[config.mk]
export PLATFORM = sky130hd
export DESIGN_NAME = wildcard_pattern_matcher_core
export DESIGN_NICKNAME = d
export VERILOG_FILES = /design/src/sv/wpm_pkg.sv /design/src/sv/wpm_cell.sv /design/src/sv/wpm_out_stage.sv /design/src/sv/wildcard_pattern_matcher_core.sv
export VERILOG_INCLUDE_DIRS = /design/src /design/src/sv
export SDC_FILE = /design/constraint.sdc
export NUM_CORES = 1
export LEC_CHECK = 0
export BUFFER_PORTS_ARGS = -buffer_cell sky130_fd_sc_hd__buf_2
export CORE_MARGIN = 2
export CORE_UTILIZATION = 51
export DETAILED_ROUTE_END_ITERATION = 16
export PLACE_DENSITY = 0.7
export RECOVER_POWER = 100
export SLEW_MARGIN = 20
export SYNTH_ARGS = -nofsm -noshare
export SYNTH_HDL_FRONTEND = slang
export SYNTH_HIERARCHICAL = 1
export SYNTH_SLANG_ARGS = --single-unit
[constraint.sdc]
create_clock -name aclk -period 23.5 [get_ports aclk]
set_input_delay 5.875 -clock aclk [delete_from_list [all_inputs] [get_ports aclk]]
set_output_delay 5.875 -clock aclk [all_outputs]
set_load 0.01 [all_outputs]
[src/sv/wildcard_pattern_matcher_core_defines.svh]
`ifndef WILDCARD_PATTERN_MATCHER_CORE_DEFINES_SVH
`define WILDCARD_PATTERN_MATCHER_CORE_DEFINES_SVH

// Same-cycle implication, sampled on aclk and held off while in reset.
`define WPM_ASSERT_NOW(label, ante, cons, msg) \
    label: assert property (@(posedge aclk) disable iff (!aresetn) (ante) |-> (cons)) \
        else $error(msg);

// Next-cycle implication, sampled on aclk and held off while in reset.
`define WPM_ASSERT_NEXT(label, ante, cons, msg) \
    label: assert property (@(posedge aclk) disable iff (!aresetn) (ante) |=> (cons)) \
        else $error(msg);

`endif

[src/sv/wpm_pkg.sv]
`default_nettype none

package wpm_pkg;

    localparam int PATTERN_MAX = 16;
    localparam int POS_COUNT   = PATTERN_MAX + 1;
    localparam int LEN_W       = $clog2(POS_COUNT);
    localparam int CHAR_W      = 8;
    localparam int CFG_DATA_W  = 64;
    localparam int CFG_IDX_W   = 2;

    localparam logic [CHAR_W-1:0] WILD_ONE = 8'h25;
    localparam logic [CHAR_W-1:0] WILD_ANY = 8'h2A;

    typedef enum logic [CFG_IDX_W-1:0] {
        CFG_PAT_LOW  = 2'd0,
        CFG_PAT_HIGH = 2'd1,
        CFG_PAT_LEN  = 2'd2
    } cfg_reg_t;

    // Signals that one cell hands to the cell at the next pattern position.
    typedef struct packed {
        logic pre_carry;
        logic adv;
        logic post_carry;
    } wpm_link_t;

endpackage

`default_nettype wire

[src/sv/wpm_cell.sv]
`default_nettype none

module wpm_cell
    import wpm_pkg::*;
(
    input  wire logic              aclk,
    input  wire logic              aresetn,
    input  wire logic              head,
    input  wire logic              advance,
    input  wire logic              restart,
    input  wire logic [CHAR_W-1:0] pat_char,
    input  wire logic              in_pat,
    input  wire logic              in_range,
    input  wire logic [CHAR_W-1:0] char_byte,
    input  wire logic              no_char,
    input  wire wpm_link_t         link_in,
    output wpm_link_t              link_out,
    output logic                   s_bit,
    output logic                   act_bit
);

    logic act_reg;
    logic act_next;
    logic is_any;
    logic is_one;
    logic is_eq;
    logic star;
    logic pre;
    logic adv;
    logic nxt;
    logic post;

    assign is_any = (pat_char == WILD_ANY);
    assign is_one = (pat_char == WILD_ONE);
    assign is_eq  = (pat_char == char_byte);
    assign star   = in_pat & is_any;

    // Star closure of the stored set, then the step over one character,
    // then the star closure of the new set.
    assign pre  = (act_reg & in_range) | link_in.pre_carry;
    assign adv  = pre & in_pat & ~is_any & (is_one | is_eq);
    assign nxt  = (pre & star) | link_in.adv;
    assign post = nxt | link_in.post_carry;

    assign link_out.pre_carry  = pre & star;
    assign link_out.adv        = adv;
    assign link_out.post_carry = post & star;

    assign s_bit    = no_char ? pre : post;
    assign act_next = restart ? head : s_bit;
    assign act_bit  = act_reg;

    always_ff @(posedge aclk) begin
        if (!aresetn) begin
            act_reg <= head;
        end else if (advance) begin
            act_reg <= act_next;
        end
    end

endmodule

`default_nettype wire

[src/sv/wpm_out_stage.sv]
`default_nettype none

module wpm_out_stage
    import wpm_pkg::*;
(
    input  wire logic aclk,
    input  wire logic aresetn,
    input  wire logic load,
    input  wire logic matched_in,
    input  wire logic m_ready,
    output logic      m_valid,
    output logic      m_matched,
    output logic      space
);

    logic m_valid_reg;
    logic m_valid_next;
    logic m_matched_reg;

    assign space = ~m_valid_reg | m_ready;

    always_comb begin
        m_valid_next = m_valid_reg;
        priority if (load) begin
            m_valid_next = 1'b1;
        end else if (m_ready) begin
            m_valid_next = 1'b0;
        end
    end

    always_ff @(posedge aclk) begin
        if (!aresetn) begin
            m_valid_reg <= 1'b0;
        end else begin
            m_valid_reg <= m_valid_next;
        end
    end

    always_ff @(posedge aclk) begin
        if (load) begin
            m_matched_reg <= matched_in;
        end
    end

    assign m_valid   = m_valid_reg;
    assign m_matched = m_matched_reg;

endmodule

`default_nettype wire

[src/sv/wildcard_pattern_matcher_core.sv]
`default_nettype none
`include "wildcard_pattern_matcher_core_defines.svh"

// Streams a candidate string one character per item against a wildcard
// pattern of up to 16 characters, where '%' matches any one character, '*'
// matches any run including an empty one, and every other byte matches
// itself; after the item marked last, one result item tells whether the whole
// candidate matched. A new item is accepted in every cycle unless a final
// item is held back: a row of 17 cells, one per pattern position, holds the
// set of active positions and computes its update combinationally through
// the star carry chain that runs along the row. A final item is taken only
// when the one-entry result register is free or being emptied in that cycle.
// Pattern registers may be rewritten between strings or between items.
module wildcard_pattern_matcher_core
    import wpm_pkg::*;
(
    input  wire logic                  aclk,
    input  wire logic                  aresetn,
    input  wire logic                  cfg_wr_en,
    input  wire logic [CFG_IDX_W-1:0]  cfg_index,
    input  wire logic [CFG_DATA_W-1:0] cfg_wdata,
    input  wire logic                  s_valid,
    output logic                       s_ready,
    input  wire logic [CHAR_W-1:0]     s_char_byte,
    input  wire logic                  s_is_last,
    input  wire logic                  s_no_char,
    output logic                       m_valid,
    input  wire logic                  m_ready,
    output logic                       m_matched
);

    logic [CFG_DATA_W-1:0]          pat_low_reg;
    logic [CFG_DATA_W-1:0]          pat_high_reg;
    logic [LEN_W-1:0]               pat_len_reg;
    logic [LEN_W-1:0]               eff_len;
    logic [2*CFG_DATA_W-1:0]        pat_all;
    logic                           accept;
    logic                           restart;
    logic                           space;
    logic                           matched_next;
    logic [POS_COUNT-1:0]           s_vec;
    logic [POS_COUNT-1:0]           act_vec;
    wpm_link_t                      links [POS_COUNT+1];

    always_ff @(posedge aclk) begin
        if (!aresetn) begin
            pat_low_reg  <= '0;
            pat_high_reg <= '0;
            pat_len_reg  <= '0;
        end else if (cfg_wr_en) begin
            unique case (cfg_index)
                CFG_PAT_LOW:  pat_low_reg  <= cfg_wdata;
                CFG_PAT_HIGH: pat_high_reg <= cfg_wdata;
                CFG_PAT_LEN:  pat_len_reg  <= cfg_wdata[LEN_W-1:0];
                default: begin
                end
            endcase
        end
    end

    assign eff_len = (pat_len_reg > LEN_W'(PATTERN_MAX)) ? LEN_W'(PATTERN_MAX) : pat_len_reg;
    assign pat_all = {pat_high_reg, pat_low_reg};

    assign s_ready = space | ~s_is_last;
    assign accept  = s_valid & s_ready;
    assign restart = s_is_last;

    assign links[0] = '0;

    for (genvar i = 0; i < POS_COUNT; i++) begin : g_cell
        logic [CHAR_W-1:0] cell_char;
        logic              cell_in_pat;

        if (i < PATTERN_MAX) begin : g_pat
            assign cell_char   = pat_all[CHAR_W*i +: CHAR_W];
            assign cell_in_pat = (LEN_W'(i) < eff_len);
        end else begin : g_tail
            assign cell_char   = '0;
            assign cell_in_pat = 1'b0;
        end

        wpm_cell u_cell (
            .aclk      (aclk),
            .aresetn   (aresetn),
            .head      (i == 0),
            .advance   (accept),
            .restart   (restart),
            .pat_char  (cell_char),
            .in_pat    (cell_in_pat),
            .in_range  (LEN_W'(i) <= eff_len),
            .char_byte (s_char_byte),
            .no_char   (s_no_char),
            .link_in   (links[i]),
            .link_out  (links[i+1]),
            .s_bit     (s_vec[i]),
            .act_bit   (act_vec[i])
        );
    end

    assign matched_next = s_vec[eff_len];

    wpm_out_stage u_out (
        .aclk       (aclk),
        .aresetn    (aresetn),
        .load       (accept & s_is_last),
        .matched_in (matched_next),
        .m_ready    (m_ready),
        .m_valid    (m_valid),
        .m_matched  (m_matched),
        .space      (space)
    );

    `WPM_ASSERT_NOW(a_ready_only_blocked_by_result, !s_ready, m_valid,
        "input stalled although the result register is free")
    `WPM_ASSERT_NEXT(a_last_gives_result, accept && s_is_last, m_valid,
        "final item accepted but no result item presented")
    `WPM_ASSERT_NEXT(a_last_restarts, accept && s_is_last,
        act_vec == POS_COUNT'(1), "active set not back at the start after a final item")
    `WPM_ASSERT_NEXT(a_idle_holds_set, !accept && !$past(cfg_wr_en),
        act_vec == $past(act_vec), "active set changed without an accepted item")

endmodule

`default_nettype wire
# After elaboration in Yosys (flattened, before gate mapping)
# Index checks and enable logic that the tools add are counted.
op_classes:
  n_lt_le_gt_ge: 35
  eq_ne: 50
  n_mux: 39
  bitwise_logic: 198
  n_reduce_logical: 5
op_table:
  columns: ["op", "count"]
  rows:
  - ["8-bit by 6-bit equality test with 1-bit output, second input constant", 32]
  - ["8-bit equality test", 16]
  - ["1-bit bitwise AND", 115]
  - ["1-bit bitwise OR", 65]
  - ["4-bit by 5-bit <= comparator with 1-bit output, first input constant", 8]
  - ["4-bit by 5-bit < comparator with 1-bit output, first input constant", 8]
  - ["1-bit 2-to-1 mux", 37]
  - ["3-bit by 5-bit <= comparator with 1-bit output, first input constant", 4]
  - ["3-bit by 5-bit < comparator with 1-bit output, first input constant", 4]
  - ["1-bit NOT", 18]
  - ["1-bit by 5-bit <= comparator with 1-bit output, first input constant", 2]
  - ["2-bit by 5-bit <= comparator with 1-bit output, first input constant", 2]
  - ["1-bit by 5-bit < comparator with 1-bit output, first input constant", 2]
  - ["2-bit by 5-bit < comparator with 1-bit output, first input constant", 2]
  - ["5-bit by 6-bit < comparator with 1-bit output, second input constant", 1]
  - ["2-bit AND reduction", 3]
  - ["1-bit binary-select mux with 5-bit select", 1]
  - ["5-bit > comparator, second input constant", 1]
  - ["5-bit <= comparator, first input constant", 1]
  - ["5-bit 2-to-1 mux", 1]
  - ["2-bit by 1-bit equality test with 1-bit output, second input constant", 1]
  - ["2-bit equality test, second input constant", 1]
  - ["2-bit logical NOT", 1]
  - ["2-bit nonzero test", 1]
word_totals:
  in_bits: 81
  register_bits: 152
  wordCells: 349

# Logic depth before layout (Yosys ltp)
logic_depth:
  word_depth: 42
  depth_mapped: 58
  mapped_depth_nobuf: 56

# By module
# The synthesis kept the hierarchy.
modules_own_cells:
  columns: ["module", "area_each_um2", "n_inst", "seq_area_each_um2", "cells_per_inst"]
  rows:
  - ["wildcard_pattern_matcher_core", 5298.8, 1, 2662.6, 634]
  - ["wpm_cell", 262.8, 17, 30.0, 31]
  - ["wpm_out_stage", 78.8, 1, 50.0, 5]

# Least setup slack after synthesis
# OpenSTA, ideal clock, no wires.
synth_path:
  path_type: "input port to flip-flop"
  startpoint: "input s_char_byte[4]"
  endpoint: "register u_out.m_matched_reg, in the netlist u_out/m_matched (data pin)"
  setup_time_ns: 0.260
  path_buffers: 1
  arrival_time_ns: 12.451
  path_stages: 27
  path_slack_ns: 10.789
  cell_sequence: "xor2_1 nor4_1 a22oi_1 nor3_2 buf_4 o311a_1 o311a_1 o311a_1 o311a_1 o311a_1 o311a_1 o311a_1 o311a_1 o311a_1 o311a_1 o311a_1 o311a_1 o311a_1 o311a_1 nor2_1 nor2_1 a21oi_1 nand2_1 mux4_1 mux2i_1 mux2i_1 mux2_2"
synth_rtl:
  columns: ["item", "line", "text"]
  rows:
  - ["start: declaration", "wildcard_pattern_matcher_core.sv:24", "input wire logic [CHAR_W-1:0] s_char_byte,"]
  - ["end signal: assignment", "wpm_out_stage.sv:41", "m_matched_reg <= matched_in;"]
  - ["end: declaration", "wpm_out_stage.sv:18", "logic m_matched_reg;"]

==> metrics.txt <==
outcome complete, but fails checks; failing checks max-capacitance violations, max-slew violations; clock-pin slew on the worst setup and hold paths roughly 60 ps; commonest non-fill, non-tap cell in the layout nand2_1; CP startpoint kind primary input; Clock Latency Late Sink roughly 430 ps; Setup Skew approximately 9.3 ps; RSZ-0062 raised after global routing no; DRT antenna net count 0; R2R depth 55; Pwr Total ~630 uW; final hold violation count 0; largest net degree at the start of global routing between 100 and 150; Hold WS slightly below 500 ps; CP top delay family compound AO/OA/AOI/OAI gates; Via-to-Cell Ratio ~5.6; max-slew violations approximately 230; WP data arrival approximately 14,000 ps; Worst Hold End u_out/m_valid; Total Wirelength between 20,000 and 30,000 um; max frequency 73.50 MHz; Longest Clk Path Bufs 2; H-tree levels 4; Worst slew margin -1.768; Starting Density 0.5191; CTS buffer count 17; mapped cell area about 9700 sq um; Yosys warning count 6; Num Clock Sinks 152; Clk pwr share 0.434; P per Cell Area about 59 nW/um^2; DR WL/cell around 17 um; post-layout min period between 10,000 and 15,000 ps; max cap viols 3; class of the tightest hold or removal check reg2reg; DRC viols 0; P_int roughly 470 uW; post-CTS setup buffer count 0; setup TNS 0 ps; number of global-route vias before repair slightly below 8,000; Worst-Margin Slew 4152 ps; fin crit share 0.5789; combinational power share 0.118; Worst R2R End u_out/m_matched; die height 142.0 um; static leakage roughly 0.0046 uW; crit end category flip-flop; critical path type in2reg; VDD IR max ~52 uV; IO Pins 84; layout cells sized above 1 0.1781; switching portion of total power 0.2599; hold buffers post-CTS 0; Layout Nets 1,303; worst hold start u_out/m_valid; net switching power between 150 and 200 uW; Avg Cell Area, Syn roughly 8.5 sq um; final cell count without fillers approximately 1,500; post-placement cell count around 1,400; chip width approximately 140 um; Worst path slowest cell clkbuf_1; routed via count just over 8,000; Core Rows 50; gp weighted congestion roughly 0.86; Root Driver clkbuf_16; initial antenna violation count 0; Worst Hold Depth 2; core area roughly 19,000 sq um; remaining global-route overflow 0; Most Frequent Cell on Critical Path o311a_1; Final Cell Area ~11,000 sq um; cells after synthesis 1,149; port bufs 83; initial drt markers about 510; R2R Setup Slk roughly 15,000 ps; Area growth, synth to finish 11.60%; Die Footprint 20,160 sq um; Req. time, crit path 23,680 ps; Detailed Place HPWL roughly 18,000 um; Seq pwr share 0.448; CP max stage delay 960 ps; CTS tree done; post-CTS resize count 0; most frequent cells in the layout nand2_1 (298), dfxtp_1 (134), a21boi_0 (128), xor2_1 (128), buf_2 (75); Worst Path Buf+Inv 1; first-pass GRT wire length around 40,000 um; CP max FO 16; gr usage total 0.2600; final setup vio count 0; Initial DRT Pass Iterations 4; # diodes 0; placed cell area between 10,000 and 15,000 sq um; Reg2Reg Launch Point pat_len_reg[3]
through the flow:
stage | util | worst slack (ps)
after floorplan | - | 10790
after global placement | 0.5490 | 10020
after detailed placement | 0.5490 | 9959
after CTS | 0.5809 | 10410
after global routing | 0.5793 | 9502
final | 0.5793 | 9895
worst reg2reg max path, delay by kind of cell, from the launching register on:
kind,cells,cell delay (ps)
DFF,1,450
and+or+nand+nor,20,2460
buffers and inverters,15,810
AOI/OAI and AO/OA,16,3500
muxes,4,970
per-layer routing:
layer	global-route usage	part of all wire	up-vias
met4	0.08368	0.020	0
met1	0.3458	0.46	3875
met2	0.4336	0.47	209
met3	0.04240	0.052	40
li1	-	-	4059
met5	0	0	-
power by group through the flow:
stage	Sequential, uW	Clock (uW)	Combinational [uW]
after global placement	290	0	72.0
after global routing	285	290	83.2
final	284	275	75.1
after CTS	284	279	73.5
after detailed placement	290	0	73.1
after floorplan	286	0	46.9
worst max-delay path by stage:
stage	from	endpoint	slack, ps	cells after the start
2_1_floorplan	s_char_byte[4]	u_out/m_matched	10790	27
3_3_place_gp	s_char_byte[4]	u_out/m_matched	10020	27
3_5_place_dp	s_char_byte[6]	u_out/m_matched	9960	27
4_1_cts	s_char_byte[3]	u_out/m_matched	10410	27
5_1_grt	s_char_byte[5]	u_out/m_matched	9500	27
6_report	s_char_byte[5]	u_out/m_matched	9900	27
final cells by class:
| type | count | area, sq um |
|---|---|---|
| repair buffers | 90 | 450.4 |
| multi-input cells | 941 | 6197 |
| flip-flops and latches | 152 | 3223 |
| well taps | 234 | 292.8 |
| inverters | 20 | 75.07 |
| fillers | 1709 | 7870 |
| clock buffers | 24 | 513.0 |
| clock inverters | 8 | 83.83 |
Note: power is estimated with default switching activity, not from simulation.
